File: src/hdl/macd_pkg.sv
// shared types and constants of the convergence/divergence histogram block
`default_nettype none
package macd_pkg;

   localparam int AVG_WIDTH = 50;
   localparam int CFG_WIDTH = 6;
   localparam int CSR_INDEX_WIDTH = 2;

   localparam logic [CSR_INDEX_WIDTH-1:0] CSR_SHORT  = 2'd0;
   localparam logic [CSR_INDEX_WIDTH-1:0] CSR_LONG   = 2'd1;
   localparam logic [CSR_INDEX_WIDTH-1:0] CSR_SIGNAL = 2'd2;

   localparam logic [CFG_WIDTH-1:0] SHORT_RESET  = 6'd12;
   localparam logic [CFG_WIDTH-1:0] LONG_RESET   = 6'd26;
   localparam logic [CFG_WIDTH-1:0] SIGNAL_RESET = 6'd9;

   typedef enum logic [1:0] {
      TGT_FAST,
      TGT_SLOW,
      TGT_SIGNAL
   } tgt_type;

   typedef enum logic {
      DIV_MEAN,
      DIV_EMA
   } mode_type;

   typedef struct packed {
      logic     lat_price;
      logic     mem_wr;
      logic     mem_rd;
      logic     mac_wr;
      logic     mac_rd;
      logic     x_from_mem;
      logic     x_from_price;
      logic     clr_sums;
      logic     acc_fast;
      logic     acc_slow;
      logic     acc_signal;
      logic     m_from_fs;
      logic     m_from_mem;
      logic     div_start;
      tgt_type  div_tgt;
      mode_type div_mode;
      logic     out_load;
      logic     out_last;
   } cmd_type;

   typedef struct packed {
      logic div_done;
   } stat_type;

endpackage
`default_nettype wire

File: src/hdl/macd_ctrl.sv
// sequencer: period registers, warm-up count, replay and steady-state steps
`default_nettype none
module macd_ctrl #(
   parameter int MAX_PERIOD = 32
) (
   input  wire logic                                     clock,
   input  wire logic                                     reset,
   input  wire logic                                     req_tvalid,
   output logic                                          req_tready,
   input  wire logic                                     req_first,
   output logic                                          rsp_tvalid,
   input  wire logic                                     rsp_tready,
   input  wire logic                                     csr_valid,
   output logic                                          csr_ready,
   input  wire logic [macd_pkg::CSR_INDEX_WIDTH-1:0]     csr_index,
   input  wire logic [macd_pkg::CFG_WIDTH-1:0]           csr_wdata,
   input  wire macd_pkg::stat_type                       stat,
   output macd_pkg::cmd_type                             cmd,
   output logic [$clog2(MAX_PERIOD+1)-1:0]               idx,
   output logic [$clog2(MAX_PERIOD+1)-1:0]               ps,
   output logic [$clog2(MAX_PERIOD+1)-1:0]               pl,
   output logic [$clog2(MAX_PERIOD+1)-1:0]               pg
);

   localparam int IW = $clog2(MAX_PERIOD + 1);

   typedef enum logic [4:0] {
      S_IDLE, S_STORE, S_SEED, S_SEED_RD, S_SEED_X, S_SEED_ACC, S_MEAN_F, S_MEAN_S,
      S_RUN_RD, S_RUN_X, S_RUN_F, S_RUN_S, S_RUN_M, S_RUN_W, S_MEAN_G,
      S_EM_RD, S_EM_M, S_EM_G, S_OUT, S_OUT_WAIT,
      S_ST_X, S_ST_F, S_ST_S, S_ST_M, S_ST_G, S_DIV_WAIT
   } state_type;

   state_type                  state_ff;
   state_type                  ret_ff;
   logic [IW-1:0]              idx_ff;
   logic [IW-1:0]              count_ff;
   logic                       rsp_valid_ff;
   logic [macd_pkg::CFG_WIDTH-1:0] short_ff;
   logic [macd_pkg::CFG_WIDTH-1:0] long_ff;
   logic [macd_pkg::CFG_WIDTH-1:0] signal_ff;

   logic [IW-1:0] w;
   logic [IW-1:0] pfs;
   logic [IW-1:0] cnt_eff;
   logic [IW:0]   idx_nx;
   logic          at_last;

   function automatic logic [IW-1:0] eff(input logic [macd_pkg::CFG_WIDTH-1:0] r);
      logic [IW-1:0] p;
      if (r == '0) begin
         p = IW'(1);
      end else if (32'(r) > MAX_PERIOD) begin
         p = IW'(MAX_PERIOD);
      end else begin
         p = IW'(r);
      end
      return p;
   endfunction

   always_comb begin
      ps      = eff(short_ff);
      pl      = eff(long_ff);
      pg      = eff(signal_ff);
      pfs     = (ps > pl) ? ps : pl;
      w       = (pfs > pg) ? pfs : pg;
      cnt_eff = req_first ? '0 : count_ff;
      idx_nx  = {1'b0, idx_ff} + (IW+1)'(1);
      at_last = (idx_nx == {1'b0, w});
   end

   always_comb begin
      cmd          = '0;
      cmd.div_tgt  = macd_pkg::TGT_FAST;
      cmd.div_mode = macd_pkg::DIV_EMA;
      unique case (state_ff)
         S_IDLE:     cmd.lat_price = 1'b1;
         S_STORE:    cmd.mem_wr = 1'b1;
         S_SEED:     cmd.clr_sums = 1'b1;
         S_SEED_RD:  cmd.mem_rd = 1'b1;
         S_SEED_X:   cmd.x_from_mem = 1'b1;
         S_SEED_ACC: begin
            cmd.acc_fast = (idx_ff < ps);
            cmd.acc_slow = (idx_ff < pl);
         end
         S_MEAN_F: begin
            cmd.div_start = 1'b1;
            cmd.div_mode  = macd_pkg::DIV_MEAN;
         end
         S_MEAN_S: begin
            cmd.div_start = 1'b1;
            cmd.div_tgt   = macd_pkg::TGT_SLOW;
            cmd.div_mode  = macd_pkg::DIV_MEAN;
         end
         S_RUN_RD:   cmd.mem_rd = 1'b1;
         S_RUN_X:    cmd.x_from_mem = 1'b1;
         S_RUN_F:    cmd.div_start = (idx_ff >= ps);
         S_RUN_S: begin
            cmd.div_start = (idx_ff >= pl);
            cmd.div_tgt   = macd_pkg::TGT_SLOW;
         end
         S_RUN_M:    cmd.m_from_fs = 1'b1;
         S_RUN_W: begin
            cmd.mac_wr     = 1'b1;
            cmd.acc_signal = (idx_ff < pg);
         end
         S_MEAN_G: begin
            cmd.div_start = 1'b1;
            cmd.div_tgt   = macd_pkg::TGT_SIGNAL;
            cmd.div_mode  = macd_pkg::DIV_MEAN;
         end
         S_EM_RD:    cmd.mac_rd = 1'b1;
         S_EM_M:     cmd.m_from_mem = 1'b1;
         S_EM_G: begin
            cmd.div_start = (idx_ff >= pg);
            cmd.div_tgt   = macd_pkg::TGT_SIGNAL;
         end
         S_OUT: begin
            cmd.out_load = 1'b1;
            cmd.out_last = at_last;
         end
         S_ST_X:     cmd.x_from_price = 1'b1;
         S_ST_F:     cmd.div_start = 1'b1;
         S_ST_S: begin
            cmd.div_start = 1'b1;
            cmd.div_tgt   = macd_pkg::TGT_SLOW;
         end
         S_ST_M:     cmd.m_from_fs = 1'b1;
         S_ST_G: begin
            cmd.div_start = 1'b1;
            cmd.div_tgt   = macd_pkg::TGT_SIGNAL;
         end
         default: ;
      endcase
   end

   always_ff @(posedge clock) begin
      if (reset) begin
         state_ff     <= S_IDLE;
         ret_ff       <= S_IDLE;
         idx_ff       <= '0;
         count_ff     <= '0;
         rsp_valid_ff <= 1'b0;
         short_ff     <= macd_pkg::SHORT_RESET;
         long_ff      <= macd_pkg::LONG_RESET;
         signal_ff    <= macd_pkg::SIGNAL_RESET;
      end else begin
         unique case (state_ff)
            S_IDLE: begin
               if (req_tvalid) begin
                  if (cnt_eff < w) begin
                     idx_ff   <= cnt_eff;
                     state_ff <= S_STORE;
                  end else begin
                     idx_ff   <= w - IW'(1);
                     state_ff <= S_ST_X;
                  end
               end
            end
            S_STORE: begin
               count_ff <= idx_nx[IW-1:0];
               state_ff <= at_last ? S_SEED : S_IDLE;
            end
            S_SEED: begin
               idx_ff   <= '0;
               state_ff <= S_SEED_RD;
            end
            S_SEED_RD:  state_ff <= S_SEED_X;
            S_SEED_X:   state_ff <= S_SEED_ACC;
            S_SEED_ACC: begin
               if (idx_nx < {1'b0, pfs}) begin
                  idx_ff   <= idx_nx[IW-1:0];
                  state_ff <= S_SEED_RD;
               end else begin
                  state_ff <= S_MEAN_F;
               end
            end
            S_MEAN_F: begin
               ret_ff   <= S_MEAN_S;
               state_ff <= S_DIV_WAIT;
            end
            S_MEAN_S: begin
               idx_ff   <= '0;
               ret_ff   <= S_RUN_RD;
               state_ff <= S_DIV_WAIT;
            end
            S_RUN_RD: state_ff <= S_RUN_X;
            S_RUN_X:  state_ff <= S_RUN_F;
            S_RUN_F: begin
               ret_ff   <= S_RUN_S;
               state_ff <= (idx_ff >= ps) ? S_DIV_WAIT : S_RUN_S;
            end
            S_RUN_S: begin
               ret_ff   <= S_RUN_M;
               state_ff <= (idx_ff >= pl) ? S_DIV_WAIT : S_RUN_M;
            end
            S_RUN_M:  state_ff <= S_RUN_W;
            S_RUN_W: begin
               if (at_last) begin
                  state_ff <= S_MEAN_G;
               end else begin
                  idx_ff   <= idx_nx[IW-1:0];
                  state_ff <= S_RUN_RD;
               end
            end
            S_MEAN_G: begin
               idx_ff   <= '0;
               ret_ff   <= S_EM_RD;
               state_ff <= S_DIV_WAIT;
            end
            S_EM_RD: state_ff <= S_EM_M;
            S_EM_M:  state_ff <= S_EM_G;
            S_EM_G: begin
               ret_ff   <= S_OUT;
               state_ff <= (idx_ff >= pg) ? S_DIV_WAIT : S_OUT;
            end
            S_OUT: begin
               rsp_valid_ff <= 1'b1;
               state_ff     <= S_OUT_WAIT;
            end
            S_OUT_WAIT: begin
               if (rsp_tready) begin
                  rsp_valid_ff <= 1'b0;
                  if (at_last) begin
                     state_ff <= S_IDLE;
                  end else begin
                     idx_ff   <= idx_nx[IW-1:0];
                     state_ff <= S_EM_RD;
                  end
               end
            end
            S_ST_X: state_ff <= S_ST_F;
            S_ST_F: begin
               ret_ff   <= S_ST_S;
               state_ff <= S_DIV_WAIT;
            end
            S_ST_S: begin
               ret_ff   <= S_ST_M;
               state_ff <= S_DIV_WAIT;
            end
            S_ST_M: state_ff <= S_ST_G;
            S_ST_G: begin
               ret_ff   <= S_OUT;
               state_ff <= S_DIV_WAIT;
            end
            S_DIV_WAIT: begin
               if (stat.div_done) begin
                  state_ff <= ret_ff;
               end
            end
            default: state_ff <= S_IDLE;
         endcase
         if (csr_valid) begin
            unique case (csr_index)
               macd_pkg::CSR_SHORT: begin
                  short_ff <= csr_wdata;
                  count_ff <= '0;
               end
               macd_pkg::CSR_LONG: begin
                  long_ff  <= csr_wdata;
                  count_ff <= '0;
               end
               macd_pkg::CSR_SIGNAL: begin
                  signal_ff <= csr_wdata;
                  count_ff  <= '0;
               end
               default: ;
            endcase
         end
      end
   end

   assign req_tready = (state_ff == S_IDLE);
   assign rsp_tvalid = rsp_valid_ff;
   assign csr_ready  = 1'b1;
   assign idx        = idx_ff;

endmodule
`default_nettype wire
File: config.mk
export PLATFORM = sky130hd
export DESIGN_NAME = macd_ctrl
export DESIGN_NICKNAME = d
export VERILOG_FILES = /design/src/hdl/macd_pkg.sv /design/src/hdl/macd_ctrl.sv
export SDC_FILE = /design/constraint.sdc
export NUM_CORES = 1
export LEC_CHECK = 0
export BUFFER_PORTS_ARGS = -buffer_cell sky130_fd_sc_hd__buf_2
export CORE_UTILIZATION = 27
export DETAILED_ROUTE_END_ITERATION = 8
export GPL_ROUTABILITY_DRIVEN = 0
export PLACE_DENSITY = 0.5
export SETUP_SLACK_MARGIN = 0.15
export SLEW_MARGIN = 20
export SYNTH_ARGS = -nofsm -noshare
export SYNTH_HDL_FRONTEND = slang
export SYNTH_SLANG_ARGS = --single-unit
File: constraint.sdc
create_clock -name clock -period 6.5 [get_ports clock]
set_clock_uncertainty 0.2 [all_clocks]
set_input_delay 0.325 -clock clock [delete_from_list [all_inputs] [get_ports clock]]
set_output_delay 0.325 -clock clock [all_outputs]
set_load 0.05 [all_outputs]
==> flow_summary.json, run 1 <==
{
  "dieHeight_um": 131,
  "crit_path_frequent_cell": "nor2_1",
  "ys_dominant_reg_cell": "dfxtp_1",
  "grt_usage_pct": 17.5,
  "cp_slowest_stage_delay_ns": 0.49,
  "postLayoutCellArea_sq_um": 5180,
  "pre_cts_ws_ns": 0.525,
  "dieWidth_um": 131,
  "final_cell_mix": "77 x nor2_1, 63 x nand2_1, 59 x buf_2, 41 x a21oi_1, 41 x dfxtp_1",
  "synth_top_family_by_area": "compound AO/OA/AOI/OAI gates",
  "hold_violations": 0,
  "ff2ff_path_depth": 22,
  "ys_ff_latch": 41,
  "synth_edf_count": 0,
  "drc": 0,
  "vias": 4819,
  "min_period_ns": 5.92,
  "fp-row-count": 46,
  "fin_nets": 713,
  "vias_per_cell": 5.50,
  "avgSynthCellArea_sq_um": 7.25,
  "worst_pin_slew_ns": 1.02,
  "synthCells": 621,
  "cts_buffers": 5,
  "start_util_pct": 28.1,
  "synth_mux_area_share_pct": 7.28,
  "antenna_found_initial": 0,
  "intPower_w": 0.000821,
  "ant_nets": 0,
  "p_leak_nw": 2.30,
  "cts.root.buffer_cell": "clkbuf_16",
  "slew_viol_final": 0,
  "crit_type": "flip-flop to primary output",
  "slew_headroom_pct": 32.0,
  "antennaDiodeCount": 0,
  "synthAdderAreaFrac_pct": 10.8,
  "multi_input_area_sq_um": 3420,
  "rsz0062_at_grt": "yes",
  "ys_types": 72,
  "place_area_sq_um": 4950,
  "required_ns": 5.97,
  "setup_slack_ns": 0.580,
  "synth-seq-area-share_pct": 18.2,
  "drtPass1Iterations": 5,
  "synthArstFlopShare_pct": 0,
  "p_sw_share_pct": 49.4,
  "grt_pass1_wl_um": 24400,
  "dp_cells": 867,
  "p_switching_w": 0.000801,
  "first_global_vias": 4481,
  "timing.rr.start": "short_ff[1]",
  "cts_tree": "yes",
  "hold_buffers": 0,
  "synth-simple-area-share_pct": 26.9,
  "syn-num-nets": 675,
  "gr-total-overflow": 0,
  "min_path_type": "input pin to flip-flop",
  "syn-cell-area_sq_um": 4500,
  "ir_worst_vdd_mv": 0.171,
  "cp_max_fo": 7,
  "hold-path-endpoint": "long_ff[4]",
  "grt_max_degree": 32,
  "synthXorXnorAreaFrac_pct": 1.94,
  "power_frac_comb_pct": 56.5,
  "fp.coreArea_sq_um": 16100,
  "post_drt_wl_per_cell_um": 17.5,
  "min_period_over_period_pct": 91.1,
  "maxCapViolations": 0,
  "port_buffers": 59,
  "start_kind": "flip-flop",
  "ios": 61,
  "setup-tns-final_ns": 0,
  "reg2reg_to": "idx[4]",
  "crit_chain": "nor4_1 > nor2_1 > nor2_2 > inv_1 > ha_1 > nand2_1 > nor2_1 > a21oi_2 > o21ai_0 > ha_1 > nor2b_1 > o211a_1 > o221a_4 > a311oi_4 > a21o_2 > mux2i_4 > o2111ai_2 > or3_4 > nor2_1 > buf_2",
  "cts_sinks": 41,
  "outcome": "finished, final reports clean",
  "power.density_nw_per_um2": 313,
  "worst_ep_arrival_time_ns": 5.40,
  "min_from": "csr_wdata[4]",
  "cts.path.max_buffers": 2,
  "fill_cells": 1754,
  "dp_hpwl_um": 12100,
  "yosys_warnings": 0,
  "dr.first_iter.drc_count": 540,
  "min_path_cells": 3,
  "sequentialPowerShare_pct": 22.8,
  "instances_no_fill": 876,
  "clk_pin_slew_worst_paths_ns": 0.07,
  "mostFrequentLayoutCell": "nor2_1",
  "die-area_sq_um": 17200,
  "synth_compound_area_share_pct": 28.1,
  "htreeDepth": 2,
  "clock_latency_ns": 0.29,
  "cp-end-kind": "primary output",
  "r2r_slack_ns": 0.77,
  "slowest_stage": "o21ai_0",
  "final_layout_size_suffix_gt1_share_pct": 16.1,
  "area_growth_pct": 15.0,
  "clockPowerShare_pct": 20.7,
  "setup_violations": 0,
  "seqCellArea_sq_um": 821,
  "startpoint": "short_ff[1]",
  "fmax_ghz": 0.169,
  "wl_um": 15300
}
-- worst max-delay path, delay by kind of cell, from the launching register on --
family,cells,cell delay (ns)
simple gates,8,1.46
buf+inv,2,0.34
mux,1,0.35
compound gates,7,1.95
flops,1,0.32
fa+ha+maj,2,0.68
-- cells in the mapped netlist, drive strengths merged (6+ instances only) --
cell	number	area, sq um
mux2i	29	294
inv	39	146
nor4	7	43.8
a211oi	13	97.6
o21a	6	45.0
nor2b	20	125
a21o	6	46.3
a311oi	7	78.8
nor3b	8	60.1
a31oi	6	37.5
nand4	9	56.3
ha	39	488
nor2	78	293
o21ai	20	100
xnor2	7	61.3
nand2	63	236
a21oi	43	215
nand2b	15	93.8
buf	9	63.8
nand3	16	80.1
dfxtp	41	821
nor3	16	80.1
clkbuf	24	90.1
o211ai	11	82.6
-- flip-flops by register name, indices dropped and copies added (netlist names) --
signal / cells
state_ff: 5
signal_ff: 6
idx: 6
short_ff: 6
ret_ff: 5
rsp_tvalid: 1
long_ff: 6
count_ff: 6
-- power groups by stage --
stage          registers (W)  clock network (W)  logic, W
4_1_cts             0.000368           0.000341  0.000897
5_1_grt             0.000378           0.000350  0.000996
3_3_place_gp        0.000373                  0  0.000889
2_1_floorplan       0.000375                  0  0.000662
3_5_place_dp        0.000373                  0  0.000893
6_report            0.000369           0.000336  0.000917
-- through the flow --
stage	utilization (%)	power, W	hold WS (ns)
global placement	30.8	0.00126	0.262
floorplan	-	0.00104	0.239
global route	32.3	0.00172	0.109
CTS	32.0	0.00161	0.0958
finish	32.3	0.00162	0.0987
detailed placement	30.8	0.00127	0.272
-- worst max path at each step --
stage / endpoint / slack, ns / cells after the start
4_1_cts: cmd[0] / 0.22 / 20
2_1_floorplan: cmd[0] / 0.39 / 21
3_5_place_dp: idx[4] / 0.52 / 22
3_3_place_gp: cmd[0] / 0.63 / 20
5_1_grt: cmd[0] / 0.09 / 21
6_report: cmd[0] / 0.58 / 20
-- layout make-up --
cell class              instances  area share [%]
flip-flops and latches         41            15.8
inverters                      39            2.83
multi-input cells             508            66.0
repair buffers                 64            6.42
clock inverters                 3            1.33
clock buffers                   5            2.41
well taps                     216            5.22
-- per-layer routing --
layer / track usage [%] / vias to the layer above / share of wire, %
li1: - / 2349 / -
met1: 24.3 / 2244 / 47
met2: 27.2 / 206 / 45
met3: 3.47 / 20 / 6.9
met4: 4.71 / 0 / 1.5
met5: 0 / - / 0
-- logic make-up after synthesis --
| kind of cell | after synthesis |
|---|---|
| other cells | 1 |
| xor+xnor | 10 |
| flops | 41 |
| fa+ha+maj | 39 |
| compound gates | 173 |
| simple gates | 253 |
| buf+inv | 72 |
| mux | 32 |
-- what timing repair did --
action                     4_1_cts  5_1_grt
buffers inserted                 0        1
gates resized for setup          0        7
setup endpoints to repair        0       11
No activity file was read; power rests on OpenSTA's default activity.
==> run 2, diff against run 1 <==
- MAX_ROUTING_LAYER: not set -> met4
==> flow_summary.json, run 2 (synthesized netlist as in run 1, its figures left out) <==
{
  "multi_input_area_sq_um": 3420,
  "die-area_sq_um": 17200,
  "fp.coreArea_sq_um": 16100,
  "mostFrequentLayoutCell": "nor2_1",
  "area_growth_pct": 15.0,
  "grt_max_degree": 32,
  "cp_max_fo": 7,
  "fp-row-count": 46,
  "htreeDepth": 2,
  "cp-end-kind": "primary output",
  "hold_violations": 0,
  "power_frac_comb_pct": 56.5,
  "fill_cells": 1754,
  "first_global_vias": 4477,
  "dieWidth_um": 131,
  "min_path_type": "input pin to flip-flop",
  "dr.first_iter.drc_count": 577,
  "ios": 61,
  "dp_hpwl_um": 12100,
  "seqCellArea_sq_um": 821,
  "outcome": "finished, final reports clean",
  "p_sw_share_pct": 49.3,
  "port_buffers": 59,
  "ir_worst_vdd_mv": 0.172,
  "wl_um": 15300,
  "start_util_pct": 28.1,
  "worst_pin_slew_ns": 1.02,
  "clock_latency_ns": 0.29,
  "rsz0062_at_grt": "yes",
  "postLayoutCellArea_sq_um": 5180,
  "post-route-util_pct": 32.3,
  "clk_pin_slew_worst_paths_ns": 0.07,
  "min_period_ns": 5.93,
  "start_kind": "flip-flop",
  "p_switching_w": 0.000800,
  "slowest_stage": "o21ai_0",
  "ant_nets": 0,
  "vias": 4818,
  "cts.root.buffer_cell": "clkbuf_16",
  "vias_per_cell": 5.50,
  "crit_path_frequent_cell": "nor2_1",
  "final_layout_size_suffix_gt1_share_pct": 16.1,
  "cts_buffers": 5,
  "drc": 0,
  "drtPass1Iterations": 5,
  "crit_type": "flip-flop to primary output",
  "gr-total-overflow": 0,
  "post_drt_wl_per_cell_um": 17.5,
  "power.density_nw_per_um2": 313,
  "place_area_sq_um": 4950,
  "cts_tree": "yes",
  "antenna_found_initial": 0,
  "fin_nets": 713,
  "p_leak_nw": 2.30,
  "cts.path.max_buffers": 2,
  "setup-tns-final_ns": 0,
  "dieHeight_um": 131,
  "intPower_w": 0.000821,
  "min_period_over_period_pct": 91.3,
  "grt_usage_pct": 18.0,
  "cp_slowest_stage_delay_ns": 0.49,
  "crit_chain": "nor4_1 > nor2_1 > nor2_2 > inv_1 > ha_1 > nand2_1 > nor2_1 > a21oi_2 > o21ai_0 > ha_1 > nor2b_1 > o211a_1 > o221a_4 > a21oi_1 > a21o_2 > mux2i_4 > o2111ai_2 > or3_4 > nor2_1 > buf_2",
  "setup_violations": 0,
  "cts_sinks": 41,
  "worst_ep_arrival_time_ns": 5.41,
  "slew_headroom_pct": 32.2,
  "slew_viol_final": 0,
  "sequentialPowerShare_pct": 22.8,
  "fmax_ghz": 0.169,
  "maxCapViolations": 0,
  "antennaDiodeCount": 0,
  "required_ns": 5.97,
  "grt_pass1_wl_um": 24400,
  "clockPowerShare_pct": 20.7,
  "final_cell_mix": "77 x nor2_1, 63 x nand2_1, 59 x buf_2, 41 x a21oi_1, 41 x dfxtp_1"
}
==> run 2: cell counts in the layout (fill, tap and decap cells not counted) <==
No cell type changed its count.
==> run 2: stage by stage <==
step                cells  power, W  hold slack [ns]  setup slack [ns]
finish                876   0.00162           0.0989             0.568
global route          876   0.00172            0.109            0.0945
CTS                   875   0.00161           0.0958             0.222
detailed placement    867   0.00127            0.272             0.525
global placement      867   0.00126            0.262             0.633
floorplan             621   0.00104            0.239             0.386
==> run 2: power groups by stage <==
| stage | sequential [W] | combinational (W) | clock (W) |
|---|---|---|---|
| 2_1_floorplan | 0.000375 | 0.000662 | 0 |
| 3_3_place_gp | 0.000373 | 0.000889 | 0 |
| 3_5_place_dp | 0.000373 | 0.000893 | 0 |
| 4_1_cts | 0.000368 | 0.000897 | 0.000341 |
| 5_1_grt | 0.000378 | 0.000996 | 0.000350 |
| 6_report | 0.000370 | 0.000915 | 0.000336 |
==> run 2: timing repair <==
item	CTS	global route
buffers inserted	0	1
gates resized for setup	0	7
endpoints found under the setup margin	0	11
endpoints found under the hold margin	0	0
hold buffers	0	0
==> run 2: final cells by class <==
cell class	count	share of cell area, %
clock buffers	5	2.41
repair buffers	64	6.42
well taps	216	5.22
flip-flops and latches	41	15.8
multi-input cells	508	66.0
clock inverters	3	1.33
inverters	39	2.83
==> run 2: critical path: cells and delay by family (launching register included) <==
kind            cells  cell delay, ns
compound gates      7            1.97
fa+ha+maj           2            0.68
buf+inv             2            0.34
flops               1            0.32
mux                 1            0.35
simple gates        8            1.47
==> run 2: path summary, 6_finish.rpt <==
path	cells past startpoint	endpoint	slack (ns)	from
max reg2reg	22	idx[4]	0.76	short_ff[1]
max	20	cmd[0]	0.57	short_ff[1]
min	3	long_ff[4]	0.1	csr_wdata[4]
min reg2reg	2	signal_ff[0]	0.28	signal_ff[0]
==> run 2: metal layers <==
layer	up-vias	part of all wire (%)	GRT usage [%]	wire length [um]
li1	2353	-	-	-
met1	2270	48	24.3	7410
met2	169	44	27.2	6720
met3	26	5.7	3.43	874
met4	0	2.0	4.71	308
met5	-	0	-	0
==> run 3, diff against run 2 <==
- CELL_PAD_IN_SITES_DETAIL_PLACEMENT: not set -> 0
- CELL_PAD_IN_SITES_GLOBAL_PLACEMENT: not set -> 1
- CORE_UTILIZATION: 27 -> 25
- PLACE_DENSITY: 0.5 -> 0.58
- SLEW_MARGIN: 20 -> not set
==> flow_summary.json, run 3 (synthesized netlist as in run 1, its figures left out) <==
{
  "outcome": "finished, final reports clean",
  "port_buffers": 59,
  "post_drt_wl_per_cell_um": 18.5,
  "htreeDepth": 2,
  "fmax_ghz": 0.166,
  "antennaDiodeCount": 0,
  "clockPowerShare_pct": 20.2,
  "grt_usage_pct": 18.5,
  "min_path_type": "input pin to flip-flop",
  "met3_usage_pct": 2.91,
  "slew_viol_final": 0,
  "cp_max_fo": 7,
  "power.density_nw_per_um2": 312,
  "hold_violations": 0,
  "slew_headroom_pct": 26.4,
  "antenna_found_initial": 0,
  "final_layout_size_suffix_gt1_share_pct": 16.7,
  "post-route-util_pct": 30.0,
  "p_switching_w": 0.000811,
  "min_period_over_period_pct": 92.7,
  "grt-busiest-layer": "met2",
  "vias_per_cell": 5.53,
  "intPower_w": 0.000820,
  "ant_nets": 0,
  "clock_latency_ns": 0.30,
  "maxCapViolations": 0,
  "cts.root.buffer_cell": "clkbuf_16",
  "gr-total-overflow": 0,
  "required_ns": 5.97,
  "dr.first_iter.drc_count": 456,
  "cts_sinks": 41,
  "drtPass1Iterations": 5,
  "setup_violations": 0,
  "clk_pin_slew_worst_paths_ns": 0.06,
  "min_period_ns": 6.03,
  "vias": 4924,
  "power_frac_comb_pct": 57.0,
  "worst_pin_slew_ns": 1.10,
  "fill_cells": 1922,
  "ios": 61,
  "p_sw_share_pct": 49.7,
  "area_growth_pct": 16.1,
  "sequentialPowerShare_pct": 22.8,
  "wl_um": 16400,
  "dp_hpwl_um": 12800,
  "cts_buffers": 5,
  "dieHeight_um": 136,
  "fin_nets": 718,
  "first_global_vias": 4596,
  "met2_usage_pct": 29.1,
  "cts_tree": "yes",
  "fp.coreArea_sq_um": 17400,
  "ir_worst_vdd_mv": 0.175,
  "dieWidth_um": 136,
  "cp-end-kind": "primary output",
  "start_util_pct": 25.9,
  "start_kind": "flip-flop",
  "fp-row-count": 48,
  "grt_util_met1_pct": 24.3,
  "mostFrequentLayoutCell": "nor2_1",
  "drc": 0,
  "cts.path.max_buffers": 2,
  "rsz0062_at_grt": "no",
  "grt_pass1_wl_um": 25800,
  "p_leak_nw": 2.33,
  "setup-tns-final_ns": 0,
  "crit_type": "flip-flop to primary output",
  "worst_ep_arrival_time_ns": 5.50,
  "grt_max_degree": 32,
  "final_cell_mix": "77 x nor2_1, 63 x nand2_1, 59 x buf_2, 41 x dfxtp_1, 40 x a21oi_1",
  "die-area_sq_um": 18600
}
-- run 3: cell type report --
class                           instances  area [sq um]  area share [%]
Multi-Input combinational cell        508          3420            65.4
Sequential cell                        41           821            15.7
Timing Repair Buffer                   69           370            7.08
Tap cell                              225           282            5.39
Inverter                               39           146            2.80
Clock buffer                            5           125            2.39
Clock inverter                          3          65.1            1.24
-- run 3: critical path, stage by stage (launching register included) --
cell,delay [ns]
dfxtp_1,0.45
inv_2,0.11
nand2_1,0.16
inv_2,0.08
ha_1,0.32
and4_1,0.23
o21a_1,0.15
o211ai_1,0.23
a21boi_0,0.26
buf_4,0.17
inv_1,0.07
ha_1,0.31
and4_1,0.28
nand2_1,0.16
o221a_4,0.18
a311oi_4,0.35
a2111oi_1,0.12
a2111oi_2,0.35
nand4_1,0.31
or3_4,0.52
nor2_1,0.11
buf_2,0.27
-- run 3: timing repair --
action / in CTS / in global routing
resized for setup: 0 / 9
buffers inserted: 0 / 2
hold buffers: 0 / 0
setup endpoints to repair: 0 / 11
-- run 3: worst paths after layout --
| path | startpoint | to | cells past startpoint | slack [ns] |
|---|---|---|---|---|
| worst max-delay path | short_ff[5] | cmd[0] | 21 | 0.47 |
| worst min-delay path | csr_wdata[4] | long_ff[4] | 3 | 0.09 |
| worst max register to register | short_ff[5] | idx[1] | 23 | 0.52 |
| worst min register to register | count_ff[1] | count_ff[1] | 2 | 0.28 |
-- run 3: power groups by stage --
stage	clock network, W	registers [W]	logic, W
after global placement	0	0.000375	0.000899
final	0.000330	0.000371	0.000930
after detailed placement	0	0.000375	0.000906
after CTS	0.000338	0.000370	0.000911
after floorplan	0	0.000375	0.000662
after global routing	0.000348	0.000378	0.00101
-- run 3: metrics by stage --
step	total power, W	cells	hold slack, ns	instance area (sq um)	setup slack, ns
after floorplan	0.00104	621	0.239	4500	0.386
after global placement	0.00127	880	0.261	4990	0.495
after detailed placement	0.00128	880	0.272	4990	0.503
after CTS	0.00162	888	0.0900	5180	0.183
after global routing	0.00174	890	0.113	5230	0.158
final	0.00163	890	0.0907	5230	0.472
-- run 3: layer usage --
layer  vias up  part of all wire (%)
met5         -                     0
met4         0                   1.4
met3        19                   5.4
met2       183                    46
met1      2349                    47
li1       2373                     -
